==> config.mk <==
export PLATFORM = sky130hd
export DESIGN_NAME = yfdtd_ctrl
export DESIGN_NICKNAME = d
export VERILOG_FILES = /design/src/rtl/core/yfdtd_pkg.sv /design/src/rtl/core/yfdtd_ctrl.sv
export SDC_FILE = /design/constraint.sdc
export NUM_CORES = 1
export LEC_CHECK = 0
export BUFFER_PORTS_ARGS = -buffer_cell sky130_fd_sc_hd__buf_2
export CORE_MARGIN = 10
export CORE_UTILIZATION = 58
export DETAILED_ROUTE_END_ITERATION = 8
export PLACE_DENSITY = 0.85
export SLEW_MARGIN = 15
export SYNTH_ARGS = -nofsm -noshare
export SYNTH_HDL_FRONTEND = slang
export SYNTH_SLANG_ARGS = --single-unit
==> constraint.sdc <==
create_clock -name i_clk -period 2.89 [get_ports i_clk]
set_input_delay 0.578 -clock i_clk [delete_from_list [all_inputs] [get_ports i_clk]]
set_output_delay 0.578 -clock i_clk [all_outputs]
set_load 0.1 [all_outputs]
==> src/rtl/core/yfdtd_pkg.sv <==
`timescale 1ns / 1ps

package yfdtd_pkg;

    // grid geometry
    localparam int GRID_SIZE = 32;
    localparam int IW        = $clog2(GRID_SIZE);
    localparam int CELLS     = GRID_SIZE * GRID_SIZE * GRID_SIZE;
    localparam int AW        = $clog2(CELLS);

    // datapath widths
    localparam int DW            = 32;
    localparam int CW            = 17;
    localparam int SUM_W         = 50;
    localparam int RND_W         = 48;
    localparam int COURANT_RESET = 32768;

    // action codes
    localparam logic [2:0] ACT_WR_E = 3'd0;
    localparam logic [2:0] ACT_WR_H = 3'd1;
    localparam logic [2:0] ACT_WR_P = 3'd2;
    localparam logic [2:0] ACT_RD_E = 3'd3;
    localparam logic [2:0] ACT_RD_H = 3'd4;
    localparam logic [2:0] ACT_STEP = 3'd5;

    // component codes
    localparam logic [1:0] COMP_X = 2'd0;
    localparam logic [1:0] COMP_Y = 2'd1;
    localparam logic [1:0] COMP_Z = 2'd2;

    typedef logic [AW-1:0] t_addr;
    typedef logic [IW-1:0] t_idx;

    typedef struct packed {
        logic  clr_we;
        t_addr clr_addr;
        logic  acc_go;
        logic  step_start;
        logic  iss_a;
        logic  iss_b;
        logic  sweep_e;
        t_idx  ci;
        t_idx  cj;
        t_idx  ck;
        logic  ld_imm;
        logic  ld_read;
        logic  ld_step;
    } t_cmd;

    typedef struct packed {
        logic pipe_busy;
    } t_sts;

    function automatic t_addr cell_addr(input t_addr i, input t_addr j, input t_addr k);
        return t_addr'(i * t_addr'(GRID_SIZE * GRID_SIZE) + j * t_addr'(GRID_SIZE) + k);
    endfunction

    // neighbor stride: first read along one axis, second along the other
    function automatic t_addr off_stride(input int comp, input logic second);
        t_addr s;
        s = t_addr'(1);
        case (comp)
            0: s = second ? t_addr'(GRID_SIZE) : t_addr'(1);
            1: s = second ? t_addr'(GRID_SIZE * GRID_SIZE) : t_addr'(1);
            default: s = second ? t_addr'(GRID_SIZE * GRID_SIZE) : t_addr'(GRID_SIZE);
        endcase
        return s;
    endfunction

    // round to nearest of x / 2^16, ties up
    function automatic logic signed [RND_W-1:0] rnd16(input logic signed [63:0] x);
        logic signed [63:0] t;
        t = x + 64'sd32768;
        return t[63:16];
    endfunction

    function automatic logic sum_ovf(input logic signed [SUM_W-1:0] v);
        return !((&v[SUM_W-1:DW-1]) || (~|v[SUM_W-1:DW-1]));
    endfunction

    function automatic logic signed [DW-1:0] sat32(input logic signed [SUM_W-1:0] v);
        logic signed [DW-1:0] r;
        r = v[DW-1:0];
        if (sum_ovf(v)) begin
            r = v[SUM_W-1] ? {1'b1, {(DW-1){1'b0}}} : {1'b0, {(DW-1){1'b1}}};
        end
        return r;
    endfunction

endpackage

==> src/rtl/core/yfdtd_ctrl.sv <==
`timescale 1ns / 1ps

module yfdtd_ctrl (
    input  logic              i_clk,
    input  logic              i_rst_n,
    input  logic              i_req_valid,
    input  logic [2:0]        i_action,
    output logic              o_req_ready,
    output logic              o_res_valid,
    input  logic              i_res_ready,
    input  yfdtd_pkg::t_sts   i_sts,
    output yfdtd_pkg::t_cmd   o_cmd
);

    localparam logic [2:0] ST_CLEAR   = 3'd0;
    localparam logic [2:0] ST_IDLE    = 3'd1;
    localparam logic [2:0] ST_READ    = 3'd2;
    localparam logic [2:0] ST_E_RUN   = 3'd3;
    localparam logic [2:0] ST_E_DRAIN = 3'd4;
    localparam logic [2:0] ST_H_RUN   = 3'd5;
    localparam logic [2:0] ST_H_DRAIN = 3'd6;

    localparam yfdtd_pkg::t_idx LAST = yfdtd_pkg::t_idx'(yfdtd_pkg::GRID_SIZE - 2);

    logic [2:0]         r_state, n_state;
    yfdtd_pkg::t_addr   r_clr, n_clr;
    yfdtd_pkg::t_idx    r_ci, n_ci, r_cj, n_cj, r_ck, n_ck;
    logic               r_ph, n_ph;
    logic               r_ov, n_ov;
    logic               w_ready, w_acc, w_last;

    always_comb begin
        n_state = r_state;
        n_clr   = r_clr;
        n_ci    = r_ci;
        n_cj    = r_cj;
        n_ck    = r_ck;
        n_ph    = r_ph;
        n_ov    = r_ov;
        o_cmd   = '0;
        o_cmd.clr_addr = r_clr;
        o_cmd.ci       = r_ci;
        o_cmd.cj       = r_cj;
        o_cmd.ck       = r_ck;
        o_cmd.sweep_e  = (r_state == ST_E_RUN) || (r_state == ST_E_DRAIN);
        w_ready = (r_state == ST_IDLE) && (!r_ov || i_res_ready);
        w_acc   = i_req_valid && w_ready;
        w_last  = (r_ci == LAST) && (r_cj == LAST) && (r_ck == LAST);
        if (r_ov && i_res_ready) begin
            n_ov = 1'b0;
        end
        case (r_state)
            ST_CLEAR: begin
                o_cmd.clr_we = 1'b1;
                n_clr = r_clr + yfdtd_pkg::t_addr'(1);
                if (r_clr == yfdtd_pkg::t_addr'(yfdtd_pkg::CELLS - 1)) begin
                    n_state = ST_IDLE;
                end
            end
            ST_IDLE: begin
                if (w_acc) begin
                    o_cmd.acc_go = 1'b1;
                    if (i_action == yfdtd_pkg::ACT_RD_E || i_action == yfdtd_pkg::ACT_RD_H) begin
                        n_state = ST_READ;
                    end else if (i_action == yfdtd_pkg::ACT_STEP) begin
                        o_cmd.step_start = 1'b1;
                        n_state = ST_E_RUN;
                        n_ph = 1'b0;
                        n_ci = '0;
                        n_cj = '0;
                        n_ck = '0;
                    end else begin
                        o_cmd.ld_imm = 1'b1;
                        n_ov = 1'b1;
                    end
                end
            end
            ST_READ: begin
                o_cmd.ld_read = 1'b1;
                n_ov = 1'b1;
                n_state = ST_IDLE;
            end
            ST_E_RUN, ST_H_RUN: begin
                n_ph = !r_ph;
                if (!r_ph) begin
                    o_cmd.iss_a = 1'b1;
                end else begin
                    o_cmd.iss_b = 1'b1;
                    if (r_ck == LAST) begin
                        n_ck = '0;
                        if (r_cj == LAST) begin
                            n_cj = '0;
                            if (r_ci == LAST) begin
                                n_ci = '0;
                            end else begin
                                n_ci = r_ci + yfdtd_pkg::t_idx'(1);
                            end
                        end else begin
                            n_cj = r_cj + yfdtd_pkg::t_idx'(1);
                        end
                    end else begin
                        n_ck = r_ck + yfdtd_pkg::t_idx'(1);
                    end
                    if (w_last) begin
                        n_state = (r_state == ST_E_RUN) ? ST_E_DRAIN : ST_H_DRAIN;
                    end
                end
            end
            ST_E_DRAIN: begin
                if (!i_sts.pipe_busy) begin
                    n_state = ST_H_RUN;
                end
            end
            ST_H_DRAIN: begin
                if (!i_sts.pipe_busy) begin
                    o_cmd.ld_step = 1'b1;
                    n_ov = 1'b1;
                    n_state = ST_IDLE;
                end
            end
            default: begin
                n_state = ST_IDLE;
            end
        endcase
    end

    always_ff @(posedge i_clk) begin
        if (!i_rst_n) begin
            r_state <= ST_CLEAR;
            r_clr   <= '0;
            r_ci    <= '0;
            r_cj    <= '0;
            r_ck    <= '0;
            r_ph    <= 1'b0;
            r_ov    <= 1'b0;
        end else begin
            r_state <= n_state;
            r_clr   <= n_clr;
            r_ci    <= n_ci;
            r_cj    <= n_cj;
            r_ck    <= n_ck;
            r_ph    <= n_ph;
            r_ov    <= n_ov;
        end
    end

    assign o_req_ready = w_ready;
    assign o_res_valid = r_ov;

endmodule

[Yosys cells after proc, flatten, opt, wreduce, memory -nomap -nowiden]
Index checks and enable logic that the tools add are counted.
Word-level totals
  register bits after elaboration: 35
  output and inout bits: 41
  word-level logic and storage cells: 103
Operators by class
  add/subtract/negate cells: 4
  eq/ne operators: 24
  muxes and demuxes: 50
  reduce and logical (&&, ||, !) cells: 18
Operators with widths (number)
  two-way mux 5 bit: 12
  one-hot mux 5 bit (2 select lines): 3
  two-way mux 3 bit: 8
  two-way mux 1 bit: 20
  != test 2 bit, second input constant: 9
  adder 15 x 1 -> 15 bit, second input constant: 1
  adder 5 x 1 -> 5 bit, second input constant: 3
  == test 15 bit, second input constant: 1
  == test 3 bit, second input constant: 5
  == test 5 bit, second input constant: 3
  one-hot mux 3 bit (5 select lines): 1
  AND reduction 7 bit: 2
  == test 3 x 2 -> 1 bit, second input constant: 3
  two-way mux 2 bit: 4
  AND reduction 6 bit: 1
  logical AND 1 bit: 5
  AND reduction 5 bit: 1
  AND reduction 4 bit: 1
  == test 3 x 1 -> 1 bit, second input constant: 1
  zero test 3 bit: 1
  logical OR 1 bit: 3
  != test 3 x 1 -> 1 bit, second input constant: 1
  one-hot mux 1 bit (3 select lines): 1
  zero test 1 bit: 2
  4 further kinds: 4

[Longest topological paths before layout]
  word-level depth: 6
  gate-level depth with buffers: 8

[Least setup slack after synthesis]
OpenSTA, ideal clock, no wires.
  path type: register to output
  start point: reg r_ov, in the netlist o_res_valid
  end point: out o_cmd[2] (netlist name)
  data arrival time: 3.132 ns
  path slack: -0.820 ns
  cell stages (with the launch flop): 4
  path through: dfxtp_1 nand2b_1 nand3_1 nor3_1
RTL lines
  start: declaration: RTL line yfdtd_ctrl.sv:29  | logic r_ov, n_ov;
  start signal: assignment: RTL line yfdtd_ctrl.sv:143  | r_ov <= n_ov;
  end: declaration: RTL line yfdtd_ctrl.sv:12  | output yfdtd_pkg::t_cmd o_cmd

==> metrics.md <==
| Metric | Value |
|---|---|
| CTS tree | `yes` |
| Data arrival time of the critical path | `2.13 ns` |
| Syn Inst Count | `257` |
| RSZ-0062 raised after global routing | `no` |
| Syn-to-layout area delta | `18.27%` |
| Final Hold Fails | `0` |
| Mapped Area | `2130 µm²` |
| Placer Congestion | `0.8319` |
| NumNets Final | `318` |
| Syn nets | `272` |
| Die area | `6496 µm²` |
| Multi-input logic area | `1349 µm²` |
| H-tree lvl count | `2` |
| Synth top area share | `32.90%` |
| Hold WC Path Type | `reg2reg` |
| Clock tree sinks | `35` |
| Total CTS buffers | `5` |
| Clk_skew | `0.008171 ns` |
| Top FF cell, synth | `dfxtp_1` |
| Diode count | `0` |
| # setup viols final | `0` |
| Worst skew pair latency | `0.29 ns` |
| Post-CTS Setup Inserts | `0` |
| Max-Slew Margin vs Limit | `60.04%` |
| PD cells | `675.1 nW/µm²` |
| Top post-synthesis cells by area | `dfxtp_1 (33%), and2_1 (4.7%), nand2_1 (4.6%)` |
| Final Critical Period | `2.709 ns` |
| Capturing element type of the critical path | `output pin` |
| DRC viols | `0` |
| Reg clk slew, reported paths | `0.07 ns` |
| Clock root cell | `clkbuf_8` |
| Worst slew pin tran | `0.5985 ns` |
| Starting density of the core | `61.87%` |
| Initial antenna violation count | `0` |
| Post-synth EDFFs | `0` |
| Core Area | `3442 µm²` |
| Mapped Avg Cell Area | `8.286 µm²` |
| DR vias | `1,961` |
| IO Port Bufs | `48` |
| Die height | `80.60 µm` |
| Fmax achieved | `369.1 MHz` |
| Startpoint types | `flip-flop` |
| Register area share after synthesis | `32.90%` |
| Filler cells | `280` |
| Slew Viols, Final | `0` |
| WL per Instance | `13.80 µm` |
| I/O pin count | `49` |
| Initial DRC count | `120` |
| Ys async rst share | `0%` |
| Yosys warns | `0` |
| DP Worst Slack | `0.5072 ns` |
| Status | `finished clean` |
| Total grt overflow | `0` |
| FF+latch area | `700.7 µm²` |
| Die Span X | `80.60 µm` |
| Remaining antenna violation count after routing | `0` |
| Hold_buf cts | `0` |
| First-pass GRT wire length | `8121 µm` |
| Area after DPL | `2401 µm²` |
| Gr usage total | `15.06%` |
| Flops & latches, synth | `35` |
| Resized Gates After CTS | `0` |
| Final Routed Wirelength | `4831 µm` |
| Layout cells sized above 1 | `24.34%` |
| VDD IR-drop max | `0.2853 mV` |
| Setup TNS | `0 ns` |
| Vias in the first global route | `1,836` |
| Maximum clock path buffer count | `2` |
| Crit Path Category | `reg2out` |
| Final period utilization | `93.74%` |
| HPWL Detailed | `3565 µm` |
| Drt pass-1 iters | `4` |
| Area leader, netlist | `dfxtp_1` |
| # rows | `21` |
| Distinct cells, synth | `55` |
| Post-DR vias/cell | `5.603` |
| Largest net degree at the start of global routing | `35` |
| Critical path peak fanout | `20` |
| Fin area | `2519 µm²` |
| Worst setup margin | `0.1810 ns` |
| Max-cap viol count | `0` |
| LEAKAGE | `0.001074 µW` |
| WP data required | `2.31 ns` |
| Worst hold slack | `0.5108 ns` |
| Layout Utilization | `73.17%` |
-- cells in the final DEF (no fill, tap or decap), types with 2 or more instances in the layout --
cell,Yosys,final
nand2b_1,6,6
nor2_1,18,18
nand4_1,5,5
a21boi_0,11,11
nor2b_1,3,3
clkinv_2,1,2
nor4_1,2,2
o21ai_0,15,15
nor3_2,0,3
buf_2,1,48
o21a_1,2,2
or3_1,8,8
and2_1,16,16
dfxtp_1,35,35
nand4b_1,3,3
nand2_1,26,26
inv_1,9,9
a21oi_1,4,4
xnor2_1,11,11
and3_1,3,2
xor2_1,5,5
ha_1,7,7
a31oi_1,3,3
o211ai_1,2,2
nand3_1,14,14
nor3_1,9,6
clkbuf_8,0,6
a21boi_1,2,2
buf_4,2,2
-- metrics by stage --
step	std cells	total power [µW]
finish	350	1700
global route	350	1774
CTS	350	1715
detailed placement	342	1251
global placement	342	1243
floorplan	257	1154
-- sequential cells by signal, summed over array words and instances, names as in the netlist --
| register | count |
|---|---|
| r_ci | 5 |
| r_cj | 5 |
| r_ck | 5 |
| r_ph | 1 |
| r_clr | 15 |
| o_res_valid | 1 |
| r_state | 3 |
-- layer usage --
metal,track usage (%),part of all wire (%)
met1,17.30,44
met2,25.56,49
met3,5.122,6.4
met4,4.577,0.99
met5,0,0
-- report_power, final --
| group | internal, µW | switching [µW] |
|---|---|---|
| combinational | 143 | 525 |
| clock | 279 | 182 |
| sequential | 516 | 56.0 |
| total | 938 | 763 |
-- cell usage after synthesis (2+ instances only) --
cell	count
buf_4	2
nand4b_1	3
a21boi_0	11
nand4_1	5
nor2b_1	3
o21a_1	2
ha_1	7
xnor2_1	11
nand3_1	14
xor2_1	5
a21oi_1	4
nor2_1	18
or3_1	8
nor4_1	2
o21ai_0	15
and3_1	3
a31oi_1	3
o211ai_1	2
inv_1	9
a21boi_1	2
clkbuf_1	7
dfxtp_1	35
nor3_1	9
nand2b_1	6
and2_1	16
nand2_1	26
-- critical path, stage by stage (launching register included) --
cell and delay (ns):
dfxtp_1 0.70, xor2_2 0.23, nand2_1 0.23, nor2_1 0.21, buf_2 0.46
-- logic make-up after synthesis --
group / share of synthesized area [%]
buffers and inverters: 4.524
XOR/XNOR: 7.344
flip-flops: 32.90
adder cells (fa/ha/maj): 4.113
AND/OR/NAND/NOR: 33.67
AO/OA/AOI/OAI: 17.45
-- area by class of cell --
cell class / count / share of cell area [%]
tap: 46 / 2.285
clock buffer: 6 / 3.279
timing repair buffer: 50 / 10.13
sequential: 35 / 27.82
clock inverter: 2 / 1.391
inverter: 10 / 1.540
multi-input combinational: 201 / 53.55
-- worst paths after layout --
path / slack, ns / endpoint / cells past startpoint / start
setup / recovery: 0.18 / o_cmd[19] / 4 / r_state[1]
hold / removal: 0.51 / r_cj[1] / 2 / r_cj[1]
setup reg to reg: 0.76 / r_ci[2] / 5 / r_state[1]
hold reg to reg: 0.51 / r_cj[1] / 2 / r_cj[1]
No activity file was read; power rests on OpenSTA's default activity.
